$ cat config.mk
export PLATFORM = sky130hd
export DESIGN_NAME = tilemap_rle_decoder
export DESIGN_NICKNAME = d
export VERILOG_FILES = /design/src/sv/trle_pkg.sv /design/src/sv/trle_addr_gen.sv /design/src/sv/tilemap_rle_decoder.sv
export SDC_FILE = /design/constraint.sdc
export NUM_CORES = 1
export LEC_CHECK = 0
export ABC_CLOCK_PERIOD_IN_PS = 11400
export BUFFER_PORTS_ARGS = -buffer_cell sky130_fd_sc_hd__buf_2
export CAP_MARGIN = 20
export CORE_UTILIZATION = 43
export DETAILED_ROUTE_END_ITERATION = 7
export GPL_TIMING_DRIVEN = 1
export PLACE_DENSITY_LB_ADDON = 0.1
export SLEW_MARGIN = 20
export SYNTH_ARGS = -nofsm -noshare
export SYNTH_HDL_FRONTEND = slang
export SYNTH_SLANG_ARGS = --single-unit
$ cat constraint.sdc
create_clock -name i_clk -period 11.4 [get_ports i_clk]
set_clock_uncertainty 0.05 [all_clocks]
set_input_delay 2.28 -clock i_clk [delete_from_list [all_inputs] [get_ports i_clk]]
set_output_delay 2.28 -clock i_clk [all_outputs]
set_load 0.01 [all_outputs]
$ cat src/sv/trle_pkg.sv
`timescale 1ns / 1ps
// trle_pkg: shared types and constants of the tile map run-length decoder
// used by trle_addr_gen and tilemap_rle_decoder; no dependencies

package trle_pkg;

    // field widths of the transaction payload and configuration
    localparam int unsigned WORD_W  = 16;
    localparam int unsigned ADDR_W  = 15;
    localparam int unsigned ROWS_W  = 8;
    localparam int unsigned TABLE_W = 3;
    localparam int unsigned CFG_IDX_W = 2;
    localparam int unsigned CFG_DATA_W = 15;

    // tile RAM depth follows the address width
    localparam int unsigned TILE_RAM_WORDS = 1 << ADDR_W;

    // configuration register indexes
    localparam logic [CFG_IDX_W-1:0] REG_BASE_ADDR   = 2'd0;
    localparam logic [CFG_IDX_W-1:0] REG_ROW_COUNT   = 2'd1;
    localparam logic [CFG_IDX_W-1:0] REG_TABLE_COUNT = 2'd2;

    // reset values of the configuration registers
    localparam logic [ADDR_W-1:0]  RST_BASE_ADDR   = 15'd0;
    localparam logic [ROWS_W-1:0]  RST_ROW_COUNT   = 8'd32;
    localparam logic [TABLE_W-1:0] RST_TABLE_COUNT = 3'd4;

    // commands from the parser to the address sequencer
    typedef struct packed {
        logic take;   // an input transaction was accepted
        logic emit;   // one tile write leaves this cycle
    } t_addr_cmd;

    // status of the write that leaves this cycle
    typedef struct packed {
        logic row_end;  // write is the last column of its row
        logic done;     // write is the last of the whole image
    } t_addr_status;

endpackage

$ cat src/sv/trle_addr_gen.sv
`timescale 1ns / 1ps
// trle_addr_gen: tile RAM address sequencer with one shared address adder
// tracks columns, rows and tables; depends on trle_pkg

module trle_addr_gen #(
    parameter int ROW_COLUMNS        = 64,
    parameter int TABLE_STRIDE_WORDS = 2048,
    localparam int AW = trle_pkg::ADDR_W
) (
    input  logic                            i_clk,
    input  logic                            i_rst_n,
    input  trle_pkg::t_addr_cmd             i_cmd,
    input  logic [trle_pkg::ADDR_W-1:0]     i_base_addr,
    input  logic [trle_pkg::ROWS_W-1:0]     i_row_count,
    input  logic [trle_pkg::TABLE_W-1:0]    i_table_count,
    output logic [AW-1:0]                   o_address,
    output trle_pkg::t_addr_status          o_status
);

    // tile RAM depth is a power of two, so address wrap is the natural carry-out
    localparam int CW         = $clog2(ROW_COLUMNS + 1);
    localparam int STRIDE_MOD = TABLE_STRIDE_WORDS % trle_pkg::TILE_RAM_WORDS;
    localparam int ROW_BACK   = (2 * ROW_COLUMNS) % trle_pkg::TILE_RAM_WORDS;
    localparam int ROW_STEP   = (trle_pkg::TILE_RAM_WORDS + 1 - ROW_BACK)
                                % trle_pkg::TILE_RAM_WORDS;

    localparam logic [AW-1:0] STRIDE_V   = AW'(STRIDE_MOD);
    localparam logic [AW-1:0] ROW_STEP_V = AW'(ROW_STEP);
    localparam logic [AW-1:0] ONE_V      = AW'(1);
    localparam logic [CW-1:0] COLS_V     = CW'(ROW_COLUMNS);

    logic                             r_at_start, n_at_start;
    logic [AW-1:0]                    r_ptr, n_ptr;
    logic [trle_pkg::ROWS_W-1:0]      r_rows, n_rows;
    logic [CW-1:0]                    r_cols, n_cols;
    logic [trle_pkg::TABLE_W-1:0]     r_tab, n_tab;
    logic [AW-1:0]                    r_next_off, n_next_off;

    logic [AW-1:0]                    base_mod;
    logic [trle_pkg::ROWS_W-1:0]      rows_per_table;
    logic [trle_pkg::TABLE_W-1:0]     tables_per_image;
    logic [AW-1:0]                    ptr_cur;
    logic [trle_pkg::ROWS_W-1:0]      rows_cur;
    logic [trle_pkg::TABLE_W-1:0]     tab_inc;
    logic                             row_end;
    logic                             tbl_end;
    logic                             img_done;
    logic                             tbl_switch;
    logic [AW-1:0]                    add_a, add_b, add_sum;

    // effective configuration and current position
    always_comb begin
        base_mod         = AW'(i_base_addr);
        rows_per_table   = (i_row_count == '0) ? trle_pkg::ROWS_W'(1) : i_row_count;
        tables_per_image = (i_table_count == '0) ? trle_pkg::TABLE_W'(1) : i_table_count;
        // at start the position follows the registers as they are written
        ptr_cur          = r_at_start ? base_mod : r_ptr;
        rows_cur         = r_at_start ? rows_per_table : r_rows;
        tab_inc          = r_tab + trle_pkg::TABLE_W'(1);
        row_end          = (r_cols == CW'(1));
        tbl_end          = row_end && (rows_cur <= trle_pkg::ROWS_W'(1));
        img_done         = tbl_end && (tab_inc >= tables_per_image);
        tbl_switch       = tbl_end && !img_done;
    end

    // shared address adder: next column, next row start or next table start
    always_comb begin
        add_a   = tbl_switch ? base_mod : ptr_cur;
        add_b   = tbl_switch ? r_next_off : (row_end ? ROW_STEP_V : ONE_V);
        add_sum = add_a + add_b;
    end

    // sequencer next state
    always_comb begin
        n_at_start = r_at_start;
        n_ptr      = ptr_cur;
        n_rows     = rows_cur;
        n_cols     = r_cols;
        n_tab      = r_tab;
        n_next_off = r_next_off;
        if (i_cmd.take) begin
            n_at_start = 1'b0;
        end
        if (i_cmd.emit) begin
            n_ptr  = add_sum;
            n_cols = row_end ? COLS_V : r_cols - CW'(1);
            if (row_end && !tbl_end) begin
                n_rows = rows_cur - trle_pkg::ROWS_W'(1);
            end
            if (tbl_switch) begin
                n_tab      = tab_inc;
                n_rows     = rows_per_table;
                n_next_off = r_next_off + STRIDE_V;
            end
            if (img_done) begin
                n_at_start = 1'b1;
                n_tab      = '0;
                n_next_off = STRIDE_V;
                n_ptr      = base_mod;
                n_rows     = rows_per_table;
            end
        end
    end

    // sequencer registers
    always_ff @(posedge i_clk) begin
        if (!i_rst_n) begin
            r_at_start <= 1'b1;
            r_cols     <= COLS_V;
            r_tab      <= '0;
            r_next_off <= STRIDE_V;
        end else begin
            r_at_start <= n_at_start;
            r_cols     <= n_cols;
            r_tab      <= n_tab;
            r_next_off <= n_next_off;
        end
        r_ptr  <= n_ptr;
        r_rows <= n_rows;
    end

    assign o_address       = ptr_cur;
    assign o_status.row_end = row_end;
    assign o_status.done    = img_done;

    // end of image brings the sequencer back to its start state
    a_done_restarts: assert property (@(posedge i_clk) disable iff (!i_rst_n)
        (i_cmd.emit && img_done) |=> (r_at_start && r_tab == '0))
        else $error("image end did not return to start");

    // the column counter stays within one row
    a_cols_range: assert property (@(posedge i_clk) disable iff (!i_rst_n)
        (r_cols != '0) && (r_cols <= COLS_V))
        else $error("column counter out of range");

    // a table always has at least one row left
    a_rows_nonzero: assert property (@(posedge i_clk) disable iff (!i_rst_n)
        rows_cur != '0)
        else $error("row counter reached zero");

endmodule

$ cat src/sv/tilemap_rle_decoder.sv
`timescale 1ns / 1ps
// tilemap_rle_decoder: top level, stream parser and output register
// depends on trle_pkg and trle_addr_gen
//
// Usage:
//   Input channel (i_valid / o_stall, i_compressed_word) takes one compressed word
//   per transaction. Output channel (o_valid / i_stall) gives one tile RAM write per
//   transaction: o_write_address, o_write_data, o_last_of_run, o_image_done.
//   A nonzero word gives one write, shown in the cycle after it is taken; plain
//   words flow at one per cycle while the receiver does not stall. An escape word
//   and the value word after it give no write. The count word starts a run: its
//   writes leave at one per cycle while the receiver does not stall, and the input
//   channel stalls until the last one has been registered. A run holds one write
//   more than its count word and ends early at a row's end, as the sequencer reports.
//   Configuration (i_cfg_wr_en, i_cfg_index, i_cfg_data) must be written only while
//   idle; the decoder does not enforce this. Reset (synchronous, active low) restores
//   the default registers and the start state, with no write pending. When the
//   receiver raises i_stall the held write stays on the outputs and no new write is made.

module tilemap_rle_decoder #(
    parameter int ROW_COLUMNS        = 64,
    parameter int TABLE_STRIDE_WORDS = 2048
) (
    input  logic                                i_clk,
    input  logic                                i_rst_n,
    // configuration write port
    input  logic                                i_cfg_wr_en,
    input  logic [trle_pkg::CFG_IDX_W-1:0]      i_cfg_index,
    input  logic [trle_pkg::CFG_DATA_W-1:0]     i_cfg_data,
    // compressed word input
    input  logic                                i_valid,
    output logic                                o_stall,
    input  logic [trle_pkg::WORD_W-1:0]         i_compressed_word,
    // tile RAM write output
    output logic                                o_valid,
    input  logic                                i_stall,
    output logic [trle_pkg::ADDR_W-1:0]         o_write_address,
    output logic [trle_pkg::WORD_W-1:0]         o_write_data,
    output logic                                o_last_of_run,
    output logic                                o_image_done
);

    localparam int AW = trle_pkg::ADDR_W;

    typedef enum logic [1:0] {
        S_PLAIN,
        S_VALUE,
        S_COUNT,
        S_RUN
    } t_state;

    t_state                               r_state, n_state;
    logic [trle_pkg::WORD_W-1:0]          r_run_value, n_run_value;
    logic [trle_pkg::WORD_W-1:0]          r_remaining, n_remaining;

    logic [trle_pkg::ADDR_W-1:0]          r_base_addr;
    logic [trle_pkg::ROWS_W-1:0]          r_row_count;
    logic [trle_pkg::TABLE_W-1:0]         r_table_count;

    logic                                 r_out_valid;
    logic [trle_pkg::ADDR_W-1:0]          r_out_addr;
    logic [trle_pkg::WORD_W-1:0]          r_out_data;
    logic                                 r_out_last;
    logic                                 r_out_done;

    logic                                 out_free;
    logic                                 take;
    logic                                 emit;
    logic [trle_pkg::WORD_W-1:0]          emit_data;
    logic                                 emit_last;
    trle_pkg::t_addr_cmd                  addr_cmd;
    trle_pkg::t_addr_status               addr_status;
    logic [AW-1:0]                        addr_cur;

    // configuration registers
    always_ff @(posedge i_clk) begin
        if (!i_rst_n) begin
            r_base_addr   <= trle_pkg::RST_BASE_ADDR;
            r_row_count   <= trle_pkg::RST_ROW_COUNT;
            r_table_count <= trle_pkg::RST_TABLE_COUNT;
        end else if (i_cfg_wr_en) begin
            unique case (i_cfg_index)
                trle_pkg::REG_BASE_ADDR:   r_base_addr   <= i_cfg_data;
                trle_pkg::REG_ROW_COUNT:   r_row_count   <= i_cfg_data[trle_pkg::ROWS_W-1:0];
                trle_pkg::REG_TABLE_COUNT: r_table_count <= i_cfg_data[trle_pkg::TABLE_W-1:0];
                default: ;
            endcase
        end
    end

    // handshake: input waits during a run or while a plain write cannot leave
    always_comb begin
        out_free = !r_out_valid || !i_stall;
        o_stall  = (r_state == S_RUN) || ((r_state == S_PLAIN) && !out_free);
        take     = i_valid && !o_stall;
    end

    // parser and run sequencer
    always_comb begin
        n_state     = r_state;
        n_run_value = r_run_value;
        n_remaining = r_remaining;
        emit        = 1'b0;
        emit_data   = i_compressed_word;
        emit_last   = 1'b1;
        unique case (r_state)
            S_PLAIN: begin
                if (take) begin
                    if (i_compressed_word == '0) begin
                        n_state = S_VALUE;
                    end else begin
                        emit = 1'b1;
                    end
                end
            end
            S_VALUE: begin
                if (take) begin
                    n_run_value = i_compressed_word;
                    n_state     = S_COUNT;
                end
            end
            S_COUNT: begin
                if (take) begin
                    n_remaining = i_compressed_word;
                    n_state     = S_RUN;
                end
            end
            S_RUN: begin
                emit_data = r_run_value;
                emit_last = (r_remaining == '0) || addr_status.row_end;
                if (out_free) begin
                    emit = 1'b1;
                    if (emit_last) begin
                        n_state = S_PLAIN;
                    end else begin
                        n_remaining = r_remaining - trle_pkg::WORD_W'(1);
                    end
                end
            end
            default: n_state = S_PLAIN;
        endcase
    end

    always_comb begin
        addr_cmd.take = take;
        addr_cmd.emit = emit;
    end

    trle_addr_gen #(
        .ROW_COLUMNS        (ROW_COLUMNS),
        .TABLE_STRIDE_WORDS (TABLE_STRIDE_WORDS)
    ) u_addr_gen (
        .i_clk          (i_clk),
        .i_rst_n        (i_rst_n),
        .i_cmd          (addr_cmd),
        .i_base_addr    (r_base_addr),
        .i_row_count    (r_row_count),
        .i_table_count  (r_table_count),
        .o_address      (addr_cur),
        .o_status       (addr_status)
    );

    // state and output register
    always_ff @(posedge i_clk) begin
        if (!i_rst_n) begin
            r_state     <= S_PLAIN;
            r_out_valid <= 1'b0;
        end else begin
            r_state <= n_state;
            if (emit) begin
                r_out_valid <= 1'b1;
            end else if (!i_stall) begin
                r_out_valid <= 1'b0;
            end
        end
        r_run_value <= n_run_value;
        r_remaining <= n_remaining;
        if (emit) begin
            r_out_addr <= trle_pkg::ADDR_W'(addr_cur);
            r_out_data <= emit_data;
            r_out_last <= emit_last;
            r_out_done <= addr_status.done;
        end
    end

    assign o_valid         = r_out_valid;
    assign o_write_address = r_out_addr;
    assign o_write_data    = r_out_data;
    assign o_last_of_run   = r_out_last;
    assign o_image_done    = r_out_done;

    // a write never overwrites a held write the receiver has not taken
    a_no_overwrite: assert property (@(posedge i_clk) disable iff (!i_rst_n)
        emit |-> out_free)
        else $error("write issued while output register is held");

    // the last write of an image also ends the run that caused it
    a_done_is_last: assert property (@(posedge i_clk) disable iff (!i_rst_n)
        (emit && addr_status.done) |-> emit_last)
        else $error("image end without end of run");

    // the last write of a run returns the parser to plain words
    a_run_ends: assert property (@(posedge i_clk) disable iff (!i_rst_n)
        (r_state == S_RUN && emit && emit_last) |=> (r_state == S_PLAIN))
        else $error("run did not end after its last write");

endmodule
==> implementation parameters, run 1 <==
Parameter                              Value

CTS
  Cts hold-fix bufs    0
  Clock network latency to the later pin of the worst-skew pair    420 ps
  Max Buffers Root-to-Sink    2
  Clk Tree Root Cell    clkbuf_16
  Clock input transition at the sequential cells of the worst setup and hold paths    60 ps
  CTS tree    yes
  Deepest level of the CTS H-tree    4
  Number of clock sinks    132
  Post-CTS setup buffer count    0
  Total CTS buffers    17
  Number of gates given a new drive strength after cts    0

Global route
  Total GRT Usage    20.1%
  Pin count of the biggest net entering global routing    55
  First-pass GRT wire length    25,900 microns
  Number of global-route vias before repair    5,275
  Gr ovfl total    0
  Antenna violations before repair    0

Critical path
  Length in cells of the worst reg-to-reg path    17
  Reg2Reg Launch Point    r_row_count[1]$_SDFFE_PN0P_
  Worst setup path endpoint    o_stall
  Sort of element at the start of the critical path    input pin
  Worst R2R End    u_addr_gen.r_ptr[11]$_DFF_P_
  Critical-path top delay cell    and2_1
  CP most frequent cell    buf_2
  Required time worst endpoint    9070 ps
  Nature of the critical path endpoint    output port
  FF-to-FF setup slack    6760 ps
  Peak per-stage delay on the critical path    230 ps
  Worst path cell trace    buf_2 -> and2_1 -> a21o_1 -> buf_2
  Maximum net fanout on the critical path    7
  Worst setup path class    in2out
  Timing startpoint of the critical path    i_stall
  Endpoint arrival time on the critical path    2940 ps

STA
  Post-route setup slack    6130 ps
  Setup-violating endpoint count in the final report    0
  Post-Route Setup TNS    0 ps
  Peak clock frequency supported by timing    0.190 GHz
  Max_slew headroom    35.0%
  Max-slew violation total from the final report    0
  Pin slew with the least headroom to its limit    971 ps
  Final cycle utilization of the critical path    46.2%
  Setup repair after global routing missed its margin    no
  Hold Fails Final Rpt    0
  Clock period minus final worst setup slack    5270 ps

Synthesis
  Dominant synthesized flop cell    dfxtp_1
  Cell type with the highest aggregate area in the netlist    edfxtp_1
  Async set or reset register ratio after synthesis    0%
  Portion of synthesized cell area occupied by the leading cell type    27.9%
  Synthesized instance count    708
  Synthesis Warnings    0
  Synth Cell Area    6990 sq um
  Leading cell types by total area after synthesis    edfxtp_1 28%, dfxtp_1 19%, mux2_2 5.3%
  Sequential-to-total area share from yosys stat    47.1%
  Number of distinct library cell variants in the gate-level netlist after synthesis    68
  Post-synth EDFFs    65
  #FFs+latches synth    132
  Syn avg cell area    9.88 sq um

Power and ir drop
  Static leakage    3.33 nW
  Power density normalized to cell area    184 nW/um^2
  Logic pwr share    20.9%
  Sequential power share    40.7%
  Sw Pwr    0.444 mW
  Clk pwr share    38.5%
  Internal power consumption    1.06 mW
  Switching Share    29.6%
  Maximum vdd ir drop    0.114 mV

Drt
  Total via count after detailed routing    5,443
  Number of remaining DRC errors    0
  First DRT Iteration DRCs    299
  Via density    5.43
  Total wire length    15,800 microns
  Average routed wire per standard cell    15.7 microns
  Detailed-router iteration count before antenna repair    4
  Antenna viol nets, final    0

Layout
  Final #Nets    841
  Antenna cell count    0
  Most frequent cells in the layout    74 x nor2_1, 72 x nand2_1, 72 x buf_2
  Total non-filler cell area in the finished layout    8170 sq um
  Area grow syn2layout    16.9%
  Commonest non-fill, non-tap cell in the layout    nor2_1
  Share of layout cells above drive strength 1    20.1%

Floorplanning
  Starting density of the core    44.0%
  Number of placement rows    46
  Die height    130 microns
  Total Die Area    16,800 sq um
  Core area    15,900 sq um
  Number of top-level design ports    73
  Horizontal extent of the die    130 microns

Placed design
  Input/output buffers    72
  Post-DP HPWL    11,100 microns
  Routability Congestion    0.812
  Worst slack at placement    6020 ps
  Cell area after placement    7550 sq um

Min path
  Min-Delay Path Class    reg2reg

Run status
  Run status    finished, final reports clean

Flow run
  Max-cap violation count    0
synthesized netlist by cell type (5+ instances only):
cell / instances
a211oi_1: 6
a21boi_0: 15
a21boi_1: 5
a21o_1: 6
a21oi_1: 50
a31oi_1: 10
buf_1: 6
clkbuf_1: 24
dfxtp_1: 67
edfxtp_1: 65
ha_1: 28
inv_1: 19
mux2_2: 33
mux2i_1: 25
nand2_1: 72
nand3_1: 9
nand3b_1: 6
nand4_1: 6
nor2_1: 74
nor2b_1: 23
nor3_1: 13
nor4_1: 10
o21a_1: 6
o21ai_0: 23
o22ai_1: 7
xnor2_1: 11
xor2_1: 11
power by group through the flow:
stage          Clock (mW)  Sequential, mW  Combinational (mW)
2_1_floorplan           0           0.627               0.215
3_3_place_gp            0           0.618               0.305
3_5_place_dp            0           0.619               0.311
4_1_cts             0.589           0.610               0.313
5_1_grt             0.609           0.617               0.352
6_report            0.577           0.610               0.313
sequential cells by signal, summed over array words and instances (netlist names), 3 cells and up:
register,cells
o_write_data,16
r_remaining,16
r_run_value,16
o_write_address,15
r_base_addr,15
u_addr_gen.r_ptr,15
r_row_count,8
u_addr_gen.r_rows,8
u_addr_gen.r_cols,7
u_addr_gen.r_next_off,4
r_table_count,3
u_addr_gen.r_tab,3
final cells by class:
class | instances | area (sq um)
Fill cell | 1458 | 7710
Multi-Input combinational cell | 524 | 3510
Sequential cell | 132 | 3290
Clock buffer | 17 | 425
Timing Repair Buffer | 77 | 398
Tap cell | 216 | 270
Clock inverter | 15 | 198
Inverter | 22 | 82.6
worst min-delay path by stage:
stage / cells past startpoint / from / slack (ps) / to
floorplan: 2 / u_addr_gen.r_tab[1]$_SDFFE_PN0P_ / 380 / u_addr_gen.r_tab[1]$_SDFFE_PN0P_
global placement: 2 / u_addr_gen.r_tab[1]$_SDFFE_PN0P_ / 390 / u_addr_gen.r_tab[1]$_SDFFE_PN0P_
detailed placement: 2 / u_addr_gen.r_tab[1]$_SDFFE_PN0P_ / 400 / u_addr_gen.r_tab[1]$_SDFFE_PN0P_
CTS: 2 / u_addr_gen.r_tab[1]$_SDFFE_PN0P_ / 410 / u_addr_gen.r_tab[1]$_SDFFE_PN0P_
global route: 2 / u_addr_gen.r_tab[1]$_SDFFE_PN0P_ / 440 / u_addr_gen.r_tab[1]$_SDFFE_PN0P_
finish: 2 / u_addr_gen.r_tab[1]$_SDFFE_PN0P_ / 400 / u_addr_gen.r_tab[1]$_SDFFE_PN0P_
worst max-delay path: cells and delay by family:
| family | cells | cell delay, ps |
|---|---|---|
| buffers and inverters | 2 | 220 |
| AO/OA/AOI/OAI | 1 | 200 |
| AND/OR/NAND/NOR | 1 | 230 |
per-stage QoR:
step / std cells / hold slack, ps / power [mW] / utilization [%]
CTS: 1003 / 407 / 1.51 / 51.5
finish: 1003 / 404 / 1.50 / 51.5
global route: 1003 / 442 / 1.58 / 51.5
global placement: 971 / 393 / 0.923 / 47.5
floorplan: 713 / 384 / 0.842 / -
detailed placement: 971 / 398 / 0.931 / 47.5
routing by layer:
layer | vias to the layer above | track usage (%) | share of wire (%)
met5 | - | 0 | 0
met4 | 0 | 7.18 | 1.1
met3 | 16 | 4.75 | 4.7
met2 | 138 | 33.6 | 48
met1 | 2593 | 25.2 | 46
li1 | 2696 | - | -
cell families (layout without fill, tap and decap cells):
| family | Yosys count | after routing | share of synthesized area, % |
|---|---|---|---|
| flip-flops | 132 | 132 | 47.1 |
| AND/OR/NAND/NOR | 241 | 241 | 16.8 |
| buffers and inverters | 57 | 131 | 3.15 |
| AO/OA/AOI/OAI | 163 | 163 | 15.2 |
| multiplexers | 62 | 62 | 9.53 |
| other | 2 | 7 | 0.107 |
| adder cells (fa/ha/maj) | 29 | 29 | 5.30 |
| XOR/XNOR | 22 | 22 | 2.75 |
(Power assumes the default switching activity.)
==> run 2, diff against run 1 <==
- ABC_CLOCK_PERIOD_IN_PS: 11400 -> 5250
- clock period: 11.4 -> 5.25 ns (I/O delays scaled with it)
==> implementation parameters, run 2 (synthesis gave the netlist of run 1 again) <==
Parameter                              Value

Run status
  Run status    finished, final reports clean (unchanged)

Global route
  Gr ovfl total    0 (unchanged)
  Global route hottest layer    met2 (unchanged)
  Antenna violations before repair    0 (unchanged)
  First-pass GRT wire length    26,200 microns (was 25,900 microns)
  Met3 track demand over resource in global routing    3.51% (was 4.75%)
  Met1 Use GR    26.5% (was 25.2%)
  Number of global-route vias before repair    5,231 (was 5,275)
  Total GRT Usage    20.2% (was 20.1%)
  Met2 routing resource usage after global routing    33.4% (was 33.6%)
  Pin count of the biggest net entering global routing    54 (was 55)

CTS
  Clock input transition at the sequential cells of the worst setup and hold paths    60 ps (about the same)
  Clk Tree Root Cell    clkbuf_16 (unchanged)
  Clock network latency to the later pin of the worst-skew pair    410 ps (was 420 ps)
  Total CTS buffers    17 (unchanged)
  Max Buffers Root-to-Sink    2 (unchanged)
  Number of clock sinks    132 (unchanged)
  Deepest level of the CTS H-tree    4 (unchanged)
  Number of gates given a new drive strength after cts    0 (unchanged)
  Cts hold-fix bufs    0 (unchanged)
  Post-CTS setup buffer count    0 (unchanged)
  CTS tree    yes (unchanged)

Power and ir drop
  Static leakage    3.33 nW (about the same)
  Maximum vdd ir drop    0.274 mV (was 0.114 mV)
  Power Total    3.29 mW (was 1.50 mW)
  Power density normalized to cell area    402 nW/um^2 (was 184 nW/um^2)

STA
  Pin slew with the least headroom to its limit    859 ps (was 971 ps)
  Final cycle utilization of the critical path    86.6%
  Hold Fails Final Rpt    0 (unchanged)
  Post-Route Setup TNS    0 ps (unchanged)
  Peak clock frequency supported by timing    0.220 GHz
  Max-slew violation total from the final report    0 (unchanged)
  Setup-violating endpoint count in the final report    0 (unchanged)
  Max_slew headroom    42.5% (was 35.0%)
  Clock period minus final worst setup slack    4550 ps
  Setup repair after global routing missed its margin    no (unchanged)

Drt
  Total via count after detailed routing    5,444 (was 5,443)
  Via density    5.43 (about the same)
  Number of remaining DRC errors    0 (unchanged)
  Detailed-router iteration count before antenna repair    5 (was 4)
  Total wire length    16,100 microns (was 15,800 microns)
  Average routed wire per standard cell    16.0 microns (was 15.7 microns)
  Antenna viol nets, final    0 (unchanged)
  First DRT Iteration DRCs    353 (was 299)

Placed design
  Post-DP HPWL    11,300 microns (was 11,100 microns)
  Routability Congestion    0.840 (was 0.812)
  Input/output buffers    72 (unchanged)

Layout
  Area grow syn2layout    17.2% (was 16.9%)
  Core utilization of the finished layout    51.6% (was 51.5%)
  Commonest non-fill, non-tap cell in the layout    nor2_1 (unchanged)
  Share of layout cells above drive strength 1    19.8% (was 20.1%)
  Final #Nets    842 (was 841)
  Antenna cell count    0 (unchanged)
  Most frequent cells in the layout    74 x nor2_1, 72 x nand2_1, 72 x buf_2 (unchanged)

Floorplanning
  Die height    130 microns (unchanged)
  Total Die Area    16,800 sq um (unchanged)
  Core area    15,900 sq um (unchanged)
  Starting density of the core    44.0% (unchanged)
  Number of placement rows    46 (unchanged)
  Number of top-level design ports    73 (unchanged)
  Horizontal extent of the die    130 microns (unchanged)

Critical path
  Worst R2R End    u_addr_gen.r_ptr[13]$_DFF_P_ (was u_addr_gen.r_ptr[11]$_DFF_P_)
  Reg2Reg Launch Point    r_row_count[1]$_SDFFE_PN0P_ (unchanged)
  Sort of element at the start of the critical path    register (was input pin)
  FF-to-FF setup slack    700 ps (was 6760 ps)
  Nature of the critical path endpoint    register (was output port)
  Worst setup path class    reg2reg (was in2out)
  Length in cells of the worst reg-to-reg path    17 (unchanged)
  Maximum net fanout on the critical path    20 (was 7)
  Required time worst endpoint    5480 ps (was 9070 ps)
  Endpoint arrival time on the critical path    4770 ps (was 2940 ps)
  Timing startpoint of the critical path    r_row_count[1]$_SDFFE_PN0P_ (was i_stall)

Min path
  Startpoint of the tightest hold check path    u_addr_gen.r_tab[1]$_SDFFE_PN0P_ (unchanged)
  End point of the most critical hold path    u_addr_gen.r_tab[1]$_SDFFE_PN0P_ (unchanged)
  Min-Delay Path Class    reg2reg (unchanged)
  Worst Hold Depth    2 (unchanged)

Flow run
  Max-cap violation count    0 (unchanged)
==> run 2: critical path: stages (launching register included) <==
cell and delay, ps:
dfxtp_1 340, nor4_1 310, a21oi_1 150, o21ai_0 330
inv_1 120, ha_1 250, o221ai_2 350, or3_1 340
buf_4 300, mux2_1 350, ha_1 340, a21oi_1 200
o21ai_0 170, a221oi_1 300, o31ai_1 130, mux2i_1 140
a22oi_1 140, a21oi_1 90
==> run 2: area by class of cell <==
type | count | area (sq um)
clock inverter | 13 | 208
inverter | 22 | 82.6
multi-input combinational | 524 | 3510
sequential | 132 | 3290
timing repair buffer | 78 | 405
tap | 216 | 270
clock buffer | 18 | 429
fill | 1502 | 7690
==> run 2: where the power goes <==
part / leakage (nW) / internal [mW] / switching, mW
Sequential: 1.16 / 1.26 / 0.0653
Combinational: 1.88 / 0.279 / 0.407
Clock: 0.300 / 0.839 / 0.446
==> run 2: worst max path at each step <==
stage,endpoint,slack [ps]
after CTS,u_addr_gen.r_ptr[13]$_DFF_P_,770
final,u_addr_gen.r_ptr[13]$_DFF_P_,700
after detailed placement,u_addr_gen.r_ptr[13]$_DFF_P_,810
after global routing,u_addr_gen.r_ptr[13]$_DFF_P_,160
after floorplan,u_addr_gen.r_ptr[12]$_DFF_P_,750
after global placement,u_addr_gen.r_ptr[12]$_DFF_P_,1010
==> run 2: metal layers <==
layer | up-vias | wire length (microns)
met1 | 2596 | 7620
met5 | - | 0
li1 | 2693 | -
met2 | 132 | 7640
met4 | 0 | 265
met3 | 23 | 531
==> run 2: metrics by stage <==
stage	std cells	setup slack [ps]	hold slack, ps	instance area, sq um
2_1_floorplan	713	747	384	7010
3_3_place_gp	972	1010	395	7560
3_5_place_dp	972	815	404	7560
4_1_cts	1003	773	412	8200
5_1_grt	1003	159	455	8200
6_report	1003	705	421	8200
==> run 3, diff against run 2 <==
- ABC_AREA: default -> 1
==> implementation parameters, run 3 <==
Parameter                              Value

Run status
  Run status    finished, final reports clean (unchanged)

Floorplanning
  Horizontal extent of the die    130 microns (about the same)
  Die height    130 microns (about the same)
  Total Die Area    17,000 sq um (was 16,800 sq um)
  Number of top-level design ports    73 (unchanged)
  Core area    16,000 sq um (was 15,900 sq um)
  Number of placement rows    46 (unchanged)
  Starting density of the core    44.3% (was 44.0%)

Layout
  Share of layout cells above drive strength 1    14.3% (was 19.8%)
  Multi-input logic area    3340 sq um (was 3510 sq um)
  Final #Nets    1,034 (was 842)
  Register area    3290 sq um (unchanged)
  Area grow syn2layout    16.4% (was 17.2%)
  Antenna cell count    0 (unchanged)
  Final standard cell count with taps included and fillers excluded    1,196 (was 1,003)
  Most frequent cells in the layout    253 x nand2_1, 87 x o21ai_0, 79 x inv_1 (was 74 x nor2_1, 72 x nand2_1, 72 x buf_2)
  Fill cells    1,571 (was 1,502)
  Commonest non-fill, non-tap cell in the layout    nand2_1 (was nor2_1)
  Total non-filler cell area in the finished layout    8250 sq um (was 8200 sq um)

Drt
  Via density    5.01 (was 5.43)
  Average routed wire per standard cell    14.0 microns (was 16.0 microns)
  Number of remaining DRC errors    0 (unchanged)
  First DRT Iteration DRCs    406 (was 353)
  Detailed-router iteration count before antenna repair    5 (unchanged)
  Total via count after detailed routing    5,987 (was 5,444)
  Antenna viol nets, final    0 (unchanged)
  Total wire length    16,800 microns (was 16,100 microns)

STA
  Pin slew with the least headroom to its limit    910 ps (was 859 ps)
  Hold Fails Final Rpt    0 (unchanged)
  Max_slew headroom    39.3% (was 42.5%)
  Setup-violating endpoint count in the final report    0 (unchanged)
  Setup repair after global routing missed its margin    no (unchanged)
  Final hold slack    415 ps (was 421 ps)
  Peak clock frequency supported by timing    0.235 GHz (was 0.220 GHz)
  Max-slew violation total from the final report    0 (unchanged)
  Final cycle utilization of the critical path    81.2% (was 86.6%)
  Post-Route Setup TNS    0 ps (unchanged)
  Clock period minus final worst setup slack    4260 ps (was 4550 ps)

Synthesis
  Arithmetic-cell share of the synthesized area counting full adders, half adders and majority gates    5.22% (was 5.30%)
  Post-synth EDFFs    65 (unchanged)
  Synthesis Warnings    0 (unchanged)
  Fraction of the mapped netlist area in compound gates    13.1% (was 15.2%)
  Synthesized instance count    893 (was 708)
  Most numerous cell types in the synthesized netlist    253 x nand2_1, 87 x o21ai_0, 80 x inv_1, 67 x dfxtp_1 (was 74 x nor2_1, 72 x nand2_1, 67 x dfxtp_1, 65 x edfxtp_1, 50 x a21oi_1)
  Leading cell types by total area after synthesis    edfxtp_1 28%, dfxtp_1 19%, nand2_1 13% (was edfxtp_1 28%, dfxtp_1 19%, mux2_2 5.3%)
  Most common cell in the netlist    nand2_1 (was nor2_1)
  Dominant synthesized flop cell    dfxtp_1 (unchanged)
  Syn avg cell area    7.94 sq um (was 9.88 sq um)
  Xor/xnor share of the synthesized area    3.21% (was 2.75%)
  Async set or reset register ratio after synthesis    0% (unchanged)
  #FFs+latches synth    132 (unchanged)
  Cell type with the highest aggregate area in the netlist    edfxtp_1 (unchanged)
  Synth Cell Area    7090 sq um (was 6990 sq um)
  Sequential-to-total area share from yosys stat    46.4% (was 47.1%)
  Simple-gate share of the synthesized area    25.0% (was 16.8%)
  Number of distinct library cell variants in the gate-level netlist after synthesis    47 (was 68)
  Portion of synthesized cell area occupied by the leading cell type    27.5% (was 27.9%)
  Fraction of synthesized area in multiplexers    0.141% (was 9.53%)
  Largest family of logic cells by synthesized area    simple AND/OR/NAND/NOR gates (unchanged)

Placed design
  Post-DP HPWL    11,800 microns (was 11,300 microns)
  Placed Cells    1,164 (was 972)
  Input/output buffers    72 (unchanged)
  Cell area after placement    7650 sq um (was 7560 sq um)
  Routability Congestion    0.898 (was 0.840)

Global route
  Gr ovfl total    0 (unchanged)
  Antenna violations before repair    0 (unchanged)
  First-pass GRT wire length    27,300 microns (was 26,200 microns)
  Pin count of the biggest net entering global routing    39 (was 54)
  Total GRT Usage    21.0% (was 20.2%)
  Number of global-route vias before repair    5,542 (was 5,231)

Critical path
  Maximum net fanout on the critical path    35 (was 20)
  Sort of element at the start of the critical path    register (unchanged)
  Cell family with most CP delay    simple AND/OR/NAND/NOR gates (was compound AO/OA/AOI/OAI gates)
  Endpoint arrival time on the critical path    4520 ps (was 4770 ps)
  Worst setup path class    reg2reg (unchanged)
  Nature of the critical path endpoint    register (unchanged)
  Worst path cell trace    buf_4 -> or2_2 -> nand2_1 -> ha_1 -> inv_1 -> nand2_1 -> nand3_1 -> nor2_2 -> nand4_1 -> buf_4 -> o21ai_0 -> ha_1 -> inv_1 -> fa_1 -> inv_1 -> nand3_1 -> nand2_1 -> a21boi_0 -> o21ai_0 -> nand2_1 -> nand3_1 -> nand3_2 -> o211ai_2 -> nand2_1 (was nor4_1 -> a21oi_1 -> o21ai_0 -> inv_1 -> ha_1 -> o221ai_2 -> or3_1 -> buf_4 -> mux2_1 -> ha_1 -> a21oi_1 -> o21ai_0 -> a221oi_1 -> o31ai_1 -> mux2i_1 -> a22oi_1 -> a21oi_1)
  Critical-path top delay cell    dfxtp_1 (was o221ai_2)
  CP most frequent cell    nand2_1 (was a21oi_1)
  Peak per-stage delay on the critical path    430 ps (was 350 ps)
  Required time worst endpoint    5510 ps (was 5480 ps)
  Worst Path Buf+Inv    5 (was 2)

Flow run
  Max-cap violation count    0 (unchanged)

Power and ir drop
  Maximum vdd ir drop    0.220 mV (was 0.274 mV)
  Static leakage    3.67 nW (was 3.33 nW)
  Power Total    2.75 mW (was 3.29 mW)
  Power density normalized to cell area    333 nW/um^2 (was 402 nW/um^2)

CTS
  Clock network latency to the later pin of the worst-skew pair    420 ps (was 410 ps)
  CTS tree    yes (unchanged)
  Deepest level of the CTS H-tree    4 (unchanged)
  Clock input transition at the sequential cells of the worst setup and hold paths    60 ps (about the same)
  Number of clock sinks    132 (unchanged)
  Cts hold-fix bufs    0 (unchanged)
  Post-CTS setup buffer count    0 (unchanged)
  Clk Tree Root Cell    clkbuf_16 (unchanged)
  Total CTS buffers    17 (unchanged)
  Max Buffers Root-to-Sink    2 (unchanged)
  Number of gates given a new drive strength after cts    0 (unchanged)

Min path
  Min-Delay Path Class    reg2reg (unchanged)
## run 3: changes by cell type after synthesis, sizes merged, moves of 23 or more
| cell | delta |
|---|---|
| inv | +64 |
| mux2 | -37 |
| mux2i | -24 |
| nand2 | +190 |
| nand3 | +35 |
| nor2b | -23 |
| o21ai | +63 |
## run 3: worst min-delay path: stages (launching register included)
cell,delay (ps)
dfxtp_1,300
inv_1,60
a21oi_1,60
## run 3: final timing paths
kind                                         start                             to  slack, ps  depth (start not counted)
hold reg to reg      r_table_count[0]$_SDFFE_PN0P_  r_table_count[0]$_SDFFE_PN0P_        410                          2
setup reg to reg  u_addr_gen.r_at_start$_SDFF_PN1_   u_addr_gen.r_ptr[10]$_DFF_P_        990                         24
hold / removal       r_table_count[0]$_SDFFE_PN0P_  r_table_count[0]$_SDFFE_PN0P_        410                          2
setup / recovery  u_addr_gen.r_at_start$_SDFF_PN1_   u_addr_gen.r_ptr[10]$_DFF_P_        990                         24
## run 3: logic make-up (layout without fill, tap and decap cells)
family | after synthesis | in the layout
fa+ha+maj | 29 | 29
flops | 132 | 132
mux | 1 | 1
simple gates | 413 | 413
buf+inv | 116 | 198
other cells | 2 | 7
compound gates | 174 | 174
xor+xnor | 26 | 26
## run 3: through the flow
step,setup slack (ps),util (%)
global route,535,51.6
floorplan,1370,-
finish,986,51.6
detailed placement,1070,47.8
global placement,1170,47.8
CTS,1040,51.6
## run 3: per-layer routing
layer	vias to the layer above	share of wire [%]	global-route usage [%]
met2	150	44	32.6
met4	0	1.5	7.91
met1	2701	51	29.6
met3	19	3.8	3.34
li1	3117	-	-
met5	-	0	0
## run 3: layout make-up
| cell class | instances | area share, % |
|---|---|---|
| tap | 216 | 3.27 |
| inverter | 86 | 3.97 |
| clock inverter | 14 | 2.14 |
| sequential | 132 | 39.9 |
| multi-input combinational | 650 | 40.4 |
| timing repair buffer | 80 | 5.09 |
| clock buffer | 18 | 5.20 |
## run 3: power breakdown
part           leakage (nW)  internal [mW]  total, mW  switching [mW]
Clock                 0.287          0.754       1.23           0.473
Combinational          2.22          0.126      0.350           0.224
Sequential             1.16           1.15       1.17          0.0241
Total                  3.67           2.03       2.75           0.722
